[src/rtl/sled_pkg.sv]
// Shared types, scancodes and key tables of the scancode line editor.
`default_nettype none

package sled_pkg;

  localparam int unsigned LINE_DEPTH_DEF     = 128;
  localparam int unsigned TERMINAL_COUNT_DEF = 3;
  localparam int unsigned Q_DEPTH            = 4;

  typedef enum logic [1:0] {
    CMD_KEY   = 2'd0,
    CMD_READ  = 2'd1,
    CMD_CLEAR = 2'd2,
    CMD_NONE  = 2'd3
  } cmd_e;

  localparam logic [7:0] SC_LSHIFT_MAKE  = 8'h2A;
  localparam logic [7:0] SC_RSHIFT_MAKE  = 8'h36;
  localparam logic [7:0] SC_LSHIFT_BREAK = 8'hAA;
  localparam logic [7:0] SC_RSHIFT_BREAK = 8'hB6;
  localparam logic [7:0] SC_ALT_MAKE     = 8'h38;
  localparam logic [7:0] SC_ALT_BREAK    = 8'hB8;
  localparam logic [7:0] SC_CAPS         = 8'h3A;
  localparam logic [7:0] SC_CTRL_MAKE    = 8'h1D;
  localparam logic [7:0] SC_CTRL_BREAK   = 8'h9D;
  localparam logic [7:0] SC_SPACE        = 8'h39;
  localparam logic [7:0] SC_BACKSPACE    = 8'h0E;
  localparam logic [7:0] SC_ENTER        = 8'h1C;
  localparam logic [7:0] SC_KEY_L        = 8'h26;
  localparam logic [7:0] SC_F1           = 8'h3B;
  localparam logic [7:0] SC_F3           = 8'h3D;
  localparam logic [7:0] SC_TABLE_FIRST  = 8'h01;
  localparam logic [7:0] SC_TABLE_LAST   = 8'h35;

  localparam logic [6:0] ASCII_SPACE = 7'h20;

  typedef enum logic [2:0] {
    OP_NOP,
    OP_APPEND,
    OP_ERASE,
    OP_ENTER,
    OP_CLS,
    OP_SWITCH,
    OP_READ,
    OP_CLEAR
  } op_kind_e;

  // Work handed from the front to the back: char or read index in arg
  typedef struct packed {
    op_kind_e   kind;
    logic [6:0] arg;
    logic [1:0] target;
  } op_t;

  typedef struct packed {
    logic [1:0] command;
    logic [7:0] scancode;
    logic [6:0] read_index;
  } item_t;

  typedef struct packed {
    logic       echo_valid;
    logic [6:0] echo_char;
    logic       erase;
    logic       clear_screen;
    logic [1:0] switch_to;
    logic [1:0] active_terminal;
    logic [7:0] line_length;
    logic       line_ready;
    logic [6:0] read_data;
  } result_t;

  // Indexed by scancode minus one
  localparam logic [6:0] PLAIN_MAP [53] = '{
    7'h00, 7'h31, 7'h32, 7'h33, 7'h34, 7'h35, 7'h36, 7'h37, 7'h38, 7'h39,
    7'h30, 7'h2D, 7'h3D, 7'h00, 7'h00,
    7'h71, 7'h77, 7'h65, 7'h72, 7'h74, 7'h79, 7'h75, 7'h69, 7'h6F, 7'h70,
    7'h5B, 7'h5D, 7'h0A, 7'h00,
    7'h61, 7'h73, 7'h64, 7'h66, 7'h67, 7'h68, 7'h6A, 7'h6B, 7'h6C, 7'h3B,
    7'h27, 7'h60, 7'h00, 7'h5C,
    7'h7A, 7'h78, 7'h63, 7'h76, 7'h62, 7'h6E, 7'h6D, 7'h2C, 7'h2E, 7'h2F
  };

  localparam logic [6:0] SHIFTED_MAP [53] = '{
    7'h00, 7'h21, 7'h40, 7'h23, 7'h24, 7'h25, 7'h5E, 7'h26, 7'h2A, 7'h28,
    7'h29, 7'h5F, 7'h2B, 7'h00, 7'h00,
    7'h51, 7'h57, 7'h45, 7'h52, 7'h54, 7'h59, 7'h55, 7'h49, 7'h4F, 7'h50,
    7'h7B, 7'h7D, 7'h0A, 7'h00,
    7'h41, 7'h53, 7'h44, 7'h46, 7'h47, 7'h48, 7'h4A, 7'h4B, 7'h4C, 7'h3A,
    7'h22, 7'h7E, 7'h00, 7'h7C,
    7'h5A, 7'h58, 7'h43, 7'h56, 7'h42, 7'h4E, 7'h4D, 7'h3C, 7'h3E, 7'h3F
  };

  function automatic logic is_letter(input logic [7:0] sc);
    logic hit;
    hit = ((sc >= 8'h10) && (sc <= 8'h19)) || ((sc >= 8'h1E) && (sc <= 8'h26)) ||
          ((sc >= 8'h2C) && (sc <= 8'h32));
    return hit;
  endfunction

endpackage

`default_nettype wire

[src/rtl/sled_ram.sv]
// Generic single-port RAM with registered read.
`default_nettype none

module sled_ram #(
  parameter int unsigned WIDTH = 8,
  parameter int unsigned DEPTH = 64
) (
  input  wire logic                     clk_i,
  input  wire logic                     we_i,
  input  wire logic [$clog2(DEPTH)-1:0] addr_i,
  input  wire logic [WIDTH-1:0]         wdata_i,
  output logic      [WIDTH-1:0]         rdata_o
);

  logic [WIDTH-1:0] mem_q [DEPTH];
  logic [WIDTH-1:0] rdata_q;

  always_ff @(posedge clk_i) begin
    if (we_i) begin
      mem_q[addr_i] <= wdata_i;
    end else begin
      rdata_q <= mem_q[addr_i];
    end
  end

  assign rdata_o = rdata_q;

endmodule

`default_nettype wire

[src/rtl/sled_fifo.sv]
// Small synchronous queue built from registers.
`default_nettype none

module sled_fifo #(
  parameter int unsigned WIDTH = 8,
  parameter int unsigned DEPTH = 4
) (
  input  wire logic                       clk_i,
  input  wire logic                       rst_ni,
  input  wire logic                       wr_i,
  input  wire logic [WIDTH-1:0]           wdata_i,
  input  wire logic                       rd_i,
  output logic      [WIDTH-1:0]           rdata_o,
  output logic                            full_o,
  output logic                            empty_o,
  output logic      [$clog2(DEPTH+1)-1:0] count_o
);

  localparam int unsigned PW = $clog2(DEPTH);
  localparam int unsigned CW = $clog2(DEPTH + 1);

  logic [WIDTH-1:0] mem_q [DEPTH];
  logic [PW-1:0]    wr_ptr_q, rd_ptr_q;
  logic [CW-1:0]    count_q;

  always_ff @(posedge clk_i or negedge rst_ni) begin
    if (!rst_ni) begin
      wr_ptr_q <= '0;
      rd_ptr_q <= '0;
      count_q  <= '0;
    end else begin
      if (wr_i) begin
        wr_ptr_q <= wr_ptr_q + PW'(1);
      end
      if (rd_i) begin
        rd_ptr_q <= rd_ptr_q + PW'(1);
      end
      count_q <= count_q + CW'(wr_i) - CW'(rd_i);
    end
  end

  always_ff @(posedge clk_i) begin
    if (wr_i) begin
      mem_q[wr_ptr_q] <= wdata_i;
    end
  end

  assign rdata_o = mem_q[rd_ptr_q];
  assign full_o  = (count_q == CW'(DEPTH));
  assign empty_o = (count_q == '0);
  assign count_o = count_q;

  a_no_overflow : assert property (@(posedge clk_i) disable iff (!rst_ni)
    full_o |-> !wr_i || rd_i)
    else $error("queue written while full");

  a_no_underflow : assert property (@(posedge clk_i) disable iff (!rst_ni)
    rd_i |-> !empty_o)
    else $error("queue read while empty");

endmodule

`default_nettype wire

[src/rtl/sled_front.sv]
// Front end: tracks modifier keys and turns each item into one editor operation.
`default_nettype none

module sled_front (
  input  wire logic           clk_i,
  input  wire logic           rst_ni,
  input  wire logic           accept_i,
  input  wire sled_pkg::item_t item_i,
  output sled_pkg::op_t        op_o
);

  import sled_pkg::*;

  logic shift_q, alt_q, ctrl_q, caps_q;
  logic shift_d, alt_d, ctrl_d, caps_d;
  logic sh_n, alt_n, ctrl_n, caps_n;
  logic [7:0] sc;
  logic       in_table;
  logic [5:0] tbl_idx;
  logic       use_shifted;
  logic [6:0] ch;
  logic       is_key;
  op_t        op;

  assign sc       = item_i.scancode;
  assign is_key   = (cmd_e'(item_i.command) == CMD_KEY);
  assign in_table = (sc >= SC_TABLE_FIRST) && (sc <= SC_TABLE_LAST);
  assign tbl_idx  = in_table ? 6'(sc - SC_TABLE_FIRST) : '0;

  always_comb begin
    sh_n   = shift_q;
    alt_n  = alt_q;
    caps_n = caps_q;
    ctrl_n = ctrl_q;
    if (sc == SC_LSHIFT_MAKE || sc == SC_RSHIFT_MAKE) begin
      sh_n = 1'b1;
    end else if (sc == SC_LSHIFT_BREAK || sc == SC_RSHIFT_BREAK) begin
      sh_n = 1'b0;
    end
    case (sc)
      SC_ALT_MAKE:   alt_n  = 1'b1;
      SC_ALT_BREAK:  alt_n  = 1'b0;
      SC_CAPS:       caps_n = !caps_q;
      SC_CTRL_MAKE:  ctrl_n = 1'b1;
      SC_CTRL_BREAK: ctrl_n = 1'b0;
      default: ;
    endcase

    // Caps inverts shift for letters only; other keys ignore shift under caps
    use_shifted = is_letter(sc) ? (caps_n ^ sh_n) : (sh_n & !caps_n);
    ch = use_shifted ? SHIFTED_MAP[tbl_idx] : PLAIN_MAP[tbl_idx];

    op = '{kind: OP_NOP, arg: '0, target: '0};
    case (cmd_e'(item_i.command))
      CMD_KEY: begin
        if (ctrl_n && sc == SC_KEY_L) begin
          op.kind = OP_CLS;
        end else if (alt_n && (sc inside {[SC_F1:SC_F3]})) begin
          op.kind   = OP_SWITCH;
          op.target = 2'(sc - SC_F1 + 8'd1);
        end else if (sc == SC_SPACE) begin
          op.kind = OP_APPEND;
          op.arg  = ASCII_SPACE;
        end else if (sc == SC_BACKSPACE) begin
          // the back drops this on an empty line
          op.kind = OP_ERASE;
        end else if (sc == SC_ENTER) begin
          op.kind = OP_ENTER;
        end else if (in_table && ch != '0) begin
          op.kind = OP_APPEND;
          op.arg  = ch;
        end
      end
      CMD_READ: begin
        op.kind = OP_READ;
        op.arg  = item_i.read_index;
      end
      CMD_CLEAR: op.kind = OP_CLEAR;
      default: ;
    endcase

    shift_d = shift_q;
    alt_d   = alt_q;
    ctrl_d  = ctrl_q;
    caps_d  = caps_q;
    if (accept_i && is_key) begin
      shift_d = sh_n;
      alt_d   = alt_n;
      ctrl_d  = ctrl_n;
      caps_d  = caps_n;
    end
  end

  always_ff @(posedge clk_i or negedge rst_ni) begin
    if (!rst_ni) begin
      shift_q <= 1'b0;
      alt_q   <= 1'b0;
      ctrl_q  <= 1'b0;
      caps_q  <= 1'b0;
    end else begin
      shift_q <= shift_d;
      alt_q   <= alt_d;
      ctrl_q  <= ctrl_d;
      caps_q  <= caps_d;
    end
  end

  assign op_o = op;

endmodule

`default_nettype wire

[src/rtl/sled_back.sv]
// Back end: applies operations to the terminal lines and builds the results.
`default_nettype none

module sled_back #(
  parameter int unsigned LINE_DEPTH     = sled_pkg::LINE_DEPTH_DEF,
  parameter int unsigned TERMINAL_COUNT = sled_pkg::TERMINAL_COUNT_DEF
) (
  input  wire logic             clk_i,
  input  wire logic             rst_ni,
  input  wire logic             op_valid_i,
  input  wire sled_pkg::op_t    op_i,
  input  wire logic             room_i,
  output logic                  op_take_o,
  output logic                  res_valid_o,
  output sled_pkg::result_t     res_o
);

  import sled_pkg::*;

  localparam int unsigned LEN_W     = $clog2(LINE_DEPTH + 1);
  localparam int unsigned SLOT_W    = (TERMINAL_COUNT > 1) ? $clog2(TERMINAL_COUNT) : 1;
  localparam int unsigned RAM_DEPTH = TERMINAL_COUNT * LINE_DEPTH;
  localparam int unsigned AW        = $clog2(RAM_DEPTH);
  localparam int unsigned CMP_W     = (LEN_W > 7) ? LEN_W : 7;

  logic [1:0]       term_q, term_d;
  logic [LEN_W-1:0] len_q [TERMINAL_COUNT];
  logic [LEN_W-1:0] act_len_q, act_len_d;
  logic             ready_q, ready_d;
  logic             b_valid_q, b_rd_q;
  result_t          b_res_q;

  logic             fire;
  logic [SLOT_W-1:0] slot, tgt_slot;
  logic             sw_hit, rd, ram_we;
  logic [AW-1:0]    pos, ram_addr;
  logic [6:0]       ram_rdata;
  result_t          res_d;

  assign fire      = op_valid_i && room_i;
  assign op_take_o = fire;
  assign slot      = SLOT_W'(term_q - 2'd1);
  assign tgt_slot  = SLOT_W'(op_i.target - 2'd1);

  always_comb begin
    term_d    = term_q;
    act_len_d = act_len_q;
    ready_d   = ready_q;
    sw_hit    = 1'b0;
    rd        = 1'b0;
    ram_we    = 1'b0;
    pos       = AW'(act_len_q);
    res_d     = '0;
    if (fire) begin
      case (op_i.kind)
        OP_APPEND: begin
          if (act_len_q < LEN_W'(LINE_DEPTH)) begin
            ram_we          = 1'b1;
            act_len_d       = act_len_q + LEN_W'(1);
            res_d.echo_valid = 1'b1;
            res_d.echo_char  = op_i.arg;
          end
        end
        OP_ERASE: begin
          if (act_len_q != '0) begin
            act_len_d   = act_len_q - LEN_W'(1);
            res_d.erase = 1'b1;
          end
        end
        OP_ENTER: ready_d = 1'b1;
        OP_CLS:   res_d.clear_screen = 1'b1;
        OP_SWITCH: begin
          if (op_i.target != term_q && op_i.target <= 2'(TERMINAL_COUNT)) begin
            sw_hit          = 1'b1;
            term_d          = op_i.target;
            act_len_d       = len_q[tgt_slot];
            res_d.switch_to = op_i.target;
          end
        end
        OP_READ: begin
          rd  = (CMP_W'(op_i.arg) < CMP_W'(act_len_q));
          pos = AW'(op_i.arg);
        end
        OP_CLEAR: begin
          act_len_d = '0;
          ready_d   = 1'b0;
        end
        default: ;
      endcase
    end
    res_d.active_terminal = term_d;
    res_d.line_length     = 8'(act_len_d);
    res_d.line_ready      = ready_d;
  end

  assign ram_addr = AW'(slot) * AW'(LINE_DEPTH) + pos;

  sled_ram #(
    .WIDTH (7),
    .DEPTH (RAM_DEPTH)
  ) u_line_store (
    .clk_i   (clk_i),
    .we_i    (ram_we),
    .addr_i  (ram_addr),
    .wdata_i (op_i.arg),
    .rdata_o (ram_rdata)
  );

  always_ff @(posedge clk_i or negedge rst_ni) begin
    if (!rst_ni) begin
      term_q    <= 2'd1;
      act_len_q <= '0;
      ready_q   <= 1'b0;
      b_valid_q <= 1'b0;
      for (int i = 0; i < TERMINAL_COUNT; i++) begin
        len_q[i] <= '0;
      end
    end else begin
      b_valid_q <= fire;
      if (fire) begin
        term_q    <= term_d;
        act_len_q <= act_len_d;
        ready_q   <= ready_d;
        // keep the stored length of the line being left in step
        len_q[slot] <= sw_hit ? act_len_q : act_len_d;
      end
    end
  end

  always_ff @(posedge clk_i) begin
    b_res_q <= res_d;
    b_rd_q  <= rd;
  end

  always_comb begin
    res_o           = b_res_q;
    res_o.read_data = b_rd_q ? ram_rdata : '0;
  end
  assign res_valid_o = b_valid_q;

  a_len_bound : assert property (@(posedge clk_i) disable iff (!rst_ni)
    act_len_q <= LEN_W'(LINE_DEPTH))
    else $error("active line length beyond line depth");

  a_term_range : assert property (@(posedge clk_i) disable iff (!rst_ni)
    term_q >= 2'd1 && term_q <= 2'(TERMINAL_COUNT))
    else $error("active terminal out of range");

  a_len_mirror : assert property (@(posedge clk_i) disable iff (!rst_ni)
    act_len_q == len_q[slot])
    else $error("active length and stored length disagree");

endmodule

`default_nettype wire

[src/rtl/scancode_to_ascii_line_editor_top.sv]
// Top level of the scancode line editor: front, operation queue, back, result queue.
`default_nettype none

// Takes set-1 scancodes, read and clear commands, one per cycle while full is
// low, and gives one result per item in order. Sustained rate is one item per
// clock while results are popped; an item's result passes through the operation
// queue and the line-store access, whose single port serves either the append
// write or the registered read of an item, and then enters the result queue.
// The front holds the shift, ctrl, alt and caps state; the back holds the
// active terminal, the line lengths, the ready flag and the line store. Both
// queues are four deep, so either side may stall without holding up the other
// until a queue fills. Line store contents start undefined; only positions
// below a line's length are ever read back.
module scancode_to_ascii_line_editor_top #(
  parameter int unsigned LINE_DEPTH     = sled_pkg::LINE_DEPTH_DEF,
  parameter int unsigned TERMINAL_COUNT = sled_pkg::TERMINAL_COUNT_DEF
) (
  input  wire logic             clk_i,
  input  wire logic             rst_ni,
  input  wire logic             push,
  output logic                  full,
  input  wire sled_pkg::item_t  item_i,
  output logic                  empty,
  input  wire logic             pop,
  output sled_pkg::result_t     result_o
);

  import sled_pkg::*;

  localparam int unsigned CNT_W = $clog2(Q_DEPTH + 1);

  logic       accept;
  op_t        op_in, op_out;
  logic       op_empty, op_take;
  logic [CNT_W-1:0] op_count;
  logic       res_valid, res_full, res_room;
  result_t    res_in;
  logic [CNT_W-1:0] res_count;

  assign accept = push && !full;

  sled_front u_front (
    .clk_i    (clk_i),
    .rst_ni   (rst_ni),
    .accept_i (accept),
    .item_i   (item_i),
    .op_o     (op_in)
  );

  sled_fifo #(
    .WIDTH ($bits(op_t)),
    .DEPTH (Q_DEPTH)
  ) u_op_queue (
    .clk_i   (clk_i),
    .rst_ni  (rst_ni),
    .wr_i    (accept),
    .wdata_i (op_in),
    .rd_i    (op_take),
    .rdata_o (op_out),
    .full_o  (full),
    .empty_o (op_empty),
    .count_o (op_count)
  );

  // Leave space for the result already in the line-store stage
  assign res_room = (res_count <= CNT_W'(Q_DEPTH - 2)) && (op_count != '0);

  sled_back #(
    .LINE_DEPTH     (LINE_DEPTH),
    .TERMINAL_COUNT (TERMINAL_COUNT)
  ) u_back (
    .clk_i       (clk_i),
    .rst_ni      (rst_ni),
    .op_valid_i  (!op_empty),
    .op_i        (op_out),
    .room_i      (res_room),
    .op_take_o   (op_take),
    .res_valid_o (res_valid),
    .res_o       (res_in)
  );

  sled_fifo #(
    .WIDTH ($bits(result_t)),
    .DEPTH (Q_DEPTH)
  ) u_res_queue (
    .clk_i   (clk_i),
    .rst_ni  (rst_ni),
    .wr_i    (res_valid),
    .wdata_i (res_in),
    .rd_i    (pop && !empty),
    .rdata_o (result_o),
    .full_o  (res_full),
    .empty_o (empty),
    .count_o (res_count)
  );

  a_res_space : assert property (@(posedge clk_i) disable iff (!rst_ni)
    res_valid |-> !res_full)
    else $error("result produced with no space in result queue");

endmodule

`default_nettype wire
[config.mk]
export PLATFORM = sky130hd
export DESIGN_NAME = scancode_to_ascii_line_editor_top
export DESIGN_NICKNAME = d
export VERILOG_FILES = /design/src/rtl/sled_pkg.sv /design/src/rtl/sled_ram.sv /design/src/rtl/sled_fifo.sv /design/src/rtl/sled_front.sv /design/src/rtl/sled_back.sv /design/src/rtl/scancode_to_ascii_line_editor_top.sv
export SDC_FILE = /design/constraint.sdc
export NUM_CORES = 2
export LEC_CHECK = 0
export ABC_CLOCK_PERIOD_IN_PS = 17950
export BUFFER_PORTS_ARGS = -buffer_cell sky130_fd_sc_hd__buf_2
export CAP_MARGIN = 15
export CELL_PAD_IN_SITES_DETAIL_PLACEMENT = 1
export CELL_PAD_IN_SITES_GLOBAL_PLACEMENT = 1
export CORE_UTILIZATION = 30
export CTS_CLUSTER_SIZE = 30
export DETAILED_ROUTE_END_ITERATION = 10
export PLACE_DENSITY = 0.56
export SLEW_MARGIN = 20
export SYNTH_ARGS = -nofsm -noshare
export SYNTH_HDL_FRONTEND = slang
export SYNTH_HIERARCHICAL = 1
export SYNTH_SLANG_ARGS = --single-unit
export TNS_END_PERCENT = 1
[constraint.sdc]
create_clock -name clk_i -period 17.95 [get_ports clk_i]
set_input_delay 2.6925 -clock clk_i [delete_from_list [all_inputs] [get_ports clk_i]]
set_output_delay 2.6925 -clock clk_i [all_outputs]
set_load 0.01 [all_outputs]
# --- Word level (Yosys, flattened, before mapping) ---
# Memories as Yosys holds them, arrays and structs flattened. A register that Yosys moved wholly into a read port is not among the register bits.
# Index checks and enable logic that the tools add are counted.
classes:
  n_lt_le_gt_ge: 18
  n_eq_ne: 24
  n_shift: 0
  n_addsub: 16
  bitwise: 5
  div: 0
  multipliers: 0
  muxes: 61
  reduce_logical: 36
op_table:
  columns: ["op", "n"]
  rows:
  - ["$mux 8", 11]
  - ["$mux 7", 9]
  - ["$eq 8x6->1 const B", 6]
  - ["$eq 8x8->1 const B", 4]
  - ["$le 8x6->1 const B", 4]
  - ["$pmux 8 s4", 1]
  - ["$bwmux 24", 1]
  - ["$mux 1", 19]
  - ["$mux 9", 2]
  - ["$bmux 8 s2", 1]
  - ["$demux 8 s2", 1]
  - ["$eq 8x5->1 const B", 2]
  - ["$ge 8x5->1 const B", 2]
  - ["$ge 8x6->1 const B", 2]
  - ["$eq 3x3->1 const B", 5]
  - ["$logic_and 1x1->1", 15]
  - ["$pmux 7 s2", 1]
  - ["$mux 3", 4]
  - ["$add 2x1->2 const B", 5]
  - ["$mux 10", 1]
  - ["$mux 2", 5]
  - ["$add 9x9->9", 1]
  - ["$pmux 3 s3", 1]
  - ["$add 8x1->8 const B", 1]
  - ["36 further kinds", 56]
word_totals:
  input_bits: 21
  reg_bits: 78
  out_inout_bits: 32
  n_memories: 5
  word_cells: 191
  latchBits: 0
  mem_bits_ro: 896
  mem_bits_rw: 2856
mem_list:
  columns: ["memory", "depth", "word_bits", "read_ports", "rd_ports_with_merged_regs", "wr", "line", "source"]
  rows:
  - ["u_back.u_line_store.mem_q", 384, 7, 1, 1, 1, "sled_ram.sv:15", "logic [WIDTH-1:0] mem_q [DEPTH];"]
  - ["(name not given)", 64, 7, 1, 0, 0, "sled_front.sv:51", "ch = use_shifted ? SHIFTED_MAP[tbl_idx] : PLAIN_MAP[tbl_idx];"]
  - ["(name not given)", 64, 7, 1, 0, 0, "sled_front.sv:51", null]
  - ["u_res_queue.mem_q", 4, 30, 1, 0, 1, "sled_fifo.sv:22", "logic [WIDTH-1:0] mem_q [DEPTH];"]
  - ["u_op_queue.mem_q", 4, 12, 1, 0, 1, "sled_fifo.sv:22", null]

# --- Longest topological paths before layout ---
depth:
  depth_word: 17
  ltp_mapped: 22
  depth_no_buf: 16

# --- Cells and area by module ---
# The synthesis kept the hierarchy.
modules_own_cells:
  columns: ["module", "seq_area_each_um2", "cells_each", "n_inst", "area_per_inst_um2"]
  rows:
  - ["sled_ram", 80927.6, 4943, 1, 104739.2]
  - ["sled_fifo at u_res_queue", 3778.6, 191, 1, 4758.3]
  - ["sled_back", 1382.6, 369, 1, 3289.4]
  - ["sled_front", 100.1, 357, 1, 2339.7]
  - ["sled_fifo at u_op_queue", 1616.6, 97, 1, 2149.6]
  - ["scancode_to_ascii_line_editor_top", 0.0, 5, 1, 38.8]

# --- Least setup slack after synthesis ---
# OpenSTA, ideal clock, no wires.
synth_timing:
  path_type: "register -> register"
  from: "reg u_op_queue.rd_ptr_q[1]"
  to: "mem u_back.u_line_store.mem_q[2296][0], in the netlist u_back/u_line_store/mem_q[287][0] (enable)"
  arrival_ps: 8154
  path_buffers: 11
  setup_ps: 360
  required_ps: 17590
  synth_period_minus_slack_ps: 8514
  path_slack_ps: 9436
  stages_incl_launch_ff: 17
  path_cell_list: "dfrtp_1 -> buf_2 -> mux4_1 -> nand2_1 -> o21ai_0 -> buf_6 -> buf_12 -> buf_8 -> buf_8 -> buf_4 -> buf_4 -> buf_4 -> buf_2 -> buf_2 -> nand4_1 -> clkbuf_1 -> nor2_1"
synth_lines:
  columns: ["item", "line", "source"]
  rows:
  - ["start, declared", "sled_fifo.sv:23", "logic [PW-1:0] wr_ptr_q, rd_ptr_q;"]
  - ["start signal, assigned", "sled_fifo.sv:36", "rd_ptr_q <= rd_ptr_q + PW'(1);"]
  - ["end, declared", "sled_ram.sv:15", null]

==> metrics.txt <==
RSZ-0062 raised after global routing=false; Worst setup SP type=flip-flop; nets=between 6000 and 7000; CTS max path bufs=4; min Tclk post-route=roughly 8.4 ns; Synthesis Warnings=6; share of layout cells above drive strength 1=between 20 and 25%; clock skew=approximately 0.062 ns; number of buffers created by CTS=314; vias in the first global route=approximately 62000; Die X-Extent=about 630 um; row cnt=about 230; GPL Wtd Cong=between 0.8 and 0.9; Post-Synthesis Cells=roughly 6000; post-route ant nets=0; vias per cell=roughly 5.2; CTS clock-pin slew for the worst setup and hold paths=~0.06 ns; largest net degree at the start of global routing=around 200; Initial Util=a little under a third; I/O Buffers=52; CP Capture Type=flip-flop; CTS-repair resized insts=0; fmax=about 120 MHz; Mean Syn Cell Area=between 15 and 20 um2; cts hold-fix bufs=0; Clock Latency Late Sink=0.90 ns; Multi-input gate area=between 20000 and 30000 um2; fin. max-slew vios=0; Root Driver=clkbuf_16; initial antenna violation count=14; clk sinks=around 2900; failing checks=design-rule violations; Fin. Hold Viols=0; cell area after synthesis=~120000 um2; Critical Path Fanout Max=110; CTS tree=built; detailed placement HPWL=approximately 210 mm; Slew headroom=between 10% and 20%; Final Cell Area=133000 um2; reg2reg setup slack=between 9 and 10 ns; pwr dens=between 150 and 200 nW/um2; Setup TNS=0 ns; WP data required=18.59 ns; Post-Syn Nets=around 6000; Peak VDD IR=between 0.00015 and 0.0002 V; H-Tree Depth=5; fill cell count=about 39000; Worst Tran Pin Value=about 1.3 ns; IO Count=53; # DRC=8; DR iter-0 viols=roughly 6000; GR Util All Layers=16.9%; Sequential Area=approximately 88000 um2; status=finished, violations left; vias post-DR=around 60000; DIE HEIGHT=about 630 um; first-pass GRT wire length=between 400 and 500 mm; final wirelength=about 340 mm; die footprint=394000 um2; Syn-to-layout area delta=13.6%; Hold/Removal Path Class=reg -> reg; Static Leakage=0.0403 uW; fin crit share=a little under half; global route overflow=0; final setup fails=0; Max-cap violations=0; crit path DAT=about 9.0 ns; iteration count of the initial detailed-routing pass=9; Core ar.=around 400000 um2; average routed wire per standard cell=29.4 um; post-CTS setup repair buffer count=0; Setup Crit Path Kind=reg -> reg; dpl cell area=roughly 120000 um2
[critical path, cell delays in order (launching register included)]
cell and delay, ns:
dfrtp_1 0.87, mux4_1 0.57, nand2_1 0.14, nor3b_2 0.23, buf_4 0.32, nand2_1 0.14
o21ai_4 0.10, buf_4 0.68, buf_4 0.69, buf_4 0.74, buf_12 0.54, buf_4 0.80
mux4_2 0.41, a22o_1 0.26, a221oi_1 0.22, o22ai_1 0.13, a211oi_1 0.31, nor3_1 0.16
or4_1 0.43
[placed cells by master, fill, tap and decap left out, drive strengths merged, types with 54 or more instances in the layout]
master,count
a21oi,111
a22oi,95
buf,195
clkbuf,394
clkinv,117
edfxtp,2863
inv,54
mux2i,222
mux4,670
nand2,210
nand3,63
nor2,465
o21ai,154
[per-layer routing]
metal,track usage (%),part of all wire [%],up-vias
met3,2.60,6.3,426
li1,-,-,24800
met4,4.01,2.2,2
met5,0,0.0038,-
met2,27.1,47,1974
met1,24.2,44,33200
[worst paths after layout]
check                                             from                        endpoint  depth (start not counted)
worst min-delay path                  u_back/res_o[28]        u_res_queue/mem_q[1][28]                          0
worst max-delay path            u_op_queue/rd_ptr_q[0]  u_back/u_line_store/rdata_o[4]                         18
min in group asynchronous                       rst_ni         u_res_queue/rd_ptr_q[0]                          2
worst max register to register  u_op_queue/rd_ptr_q[0]  u_back/u_line_store/rdata_o[4]                         18
max in group asynchronous                       rst_ni                u_back/len_q[18]                          2
worst min register to register        u_back/res_o[28]        u_res_queue/mem_q[1][28]                          0
[metrics by stage]
stage / hold slack [ns] / power, uW / util, % / std cells / setup slack (ns)
2_1_floorplan: 0.438 / 13500 / - / 5961 / 9.44
3_3_place_gp: 0.450 / 15900 / 31.7 / 11000 / 8.87
3_5_place_dp: 0.466 / 16100 / 31.8 / 11000 / 9.44
4_1_cts: 0.464 / 22300 / 34.2 / 11500 / 9.45
5_1_grt: 0.476 / 22800 / 34.2 / 11500 / 9.03
6_report: 0.462 / 22000 / 34.2 / 11500 / 9.58
[flip-flops by register name, indices dropped and copies added (netlist names), 2 cells and up]
register	count
u_back/res_o	23
u_back/term_q	2
u_res_queue/count_o	3
u_back/act_len_q	8
u_op_queue/wr_ptr_q	2
u_op_queue/count_o	3
u_back/u_line_store/rdata_o	7
u_back/u_line_store/mem_q	2688
u_op_queue/rd_ptr_q	2
u_op_queue/mem_q	48
u_res_queue/mem_q	120
u_back/len_q	24
u_res_queue/rd_ptr_q	2
u_res_queue/wr_ptr_q	2
[power breakdown]
part	switching (uW)	total [uW]	internal, uW
Clock	2650	6220	3560
Combinational	4580	6660	2070
Sequential	133	9150	9020
[final cells by class]
cell class	instances	share of cell area, %
inverters	43	0.127
repair buffers	195	1.11
clock inverters	155	0.983
diodes	3	0.00563
clock buffers	394	6.23
multi-input cells	2607	20.8
well taps	5197	4.88
flip-flops and latches	2941	65.9
No activity file was read; power rests on OpenSTA's default activity.
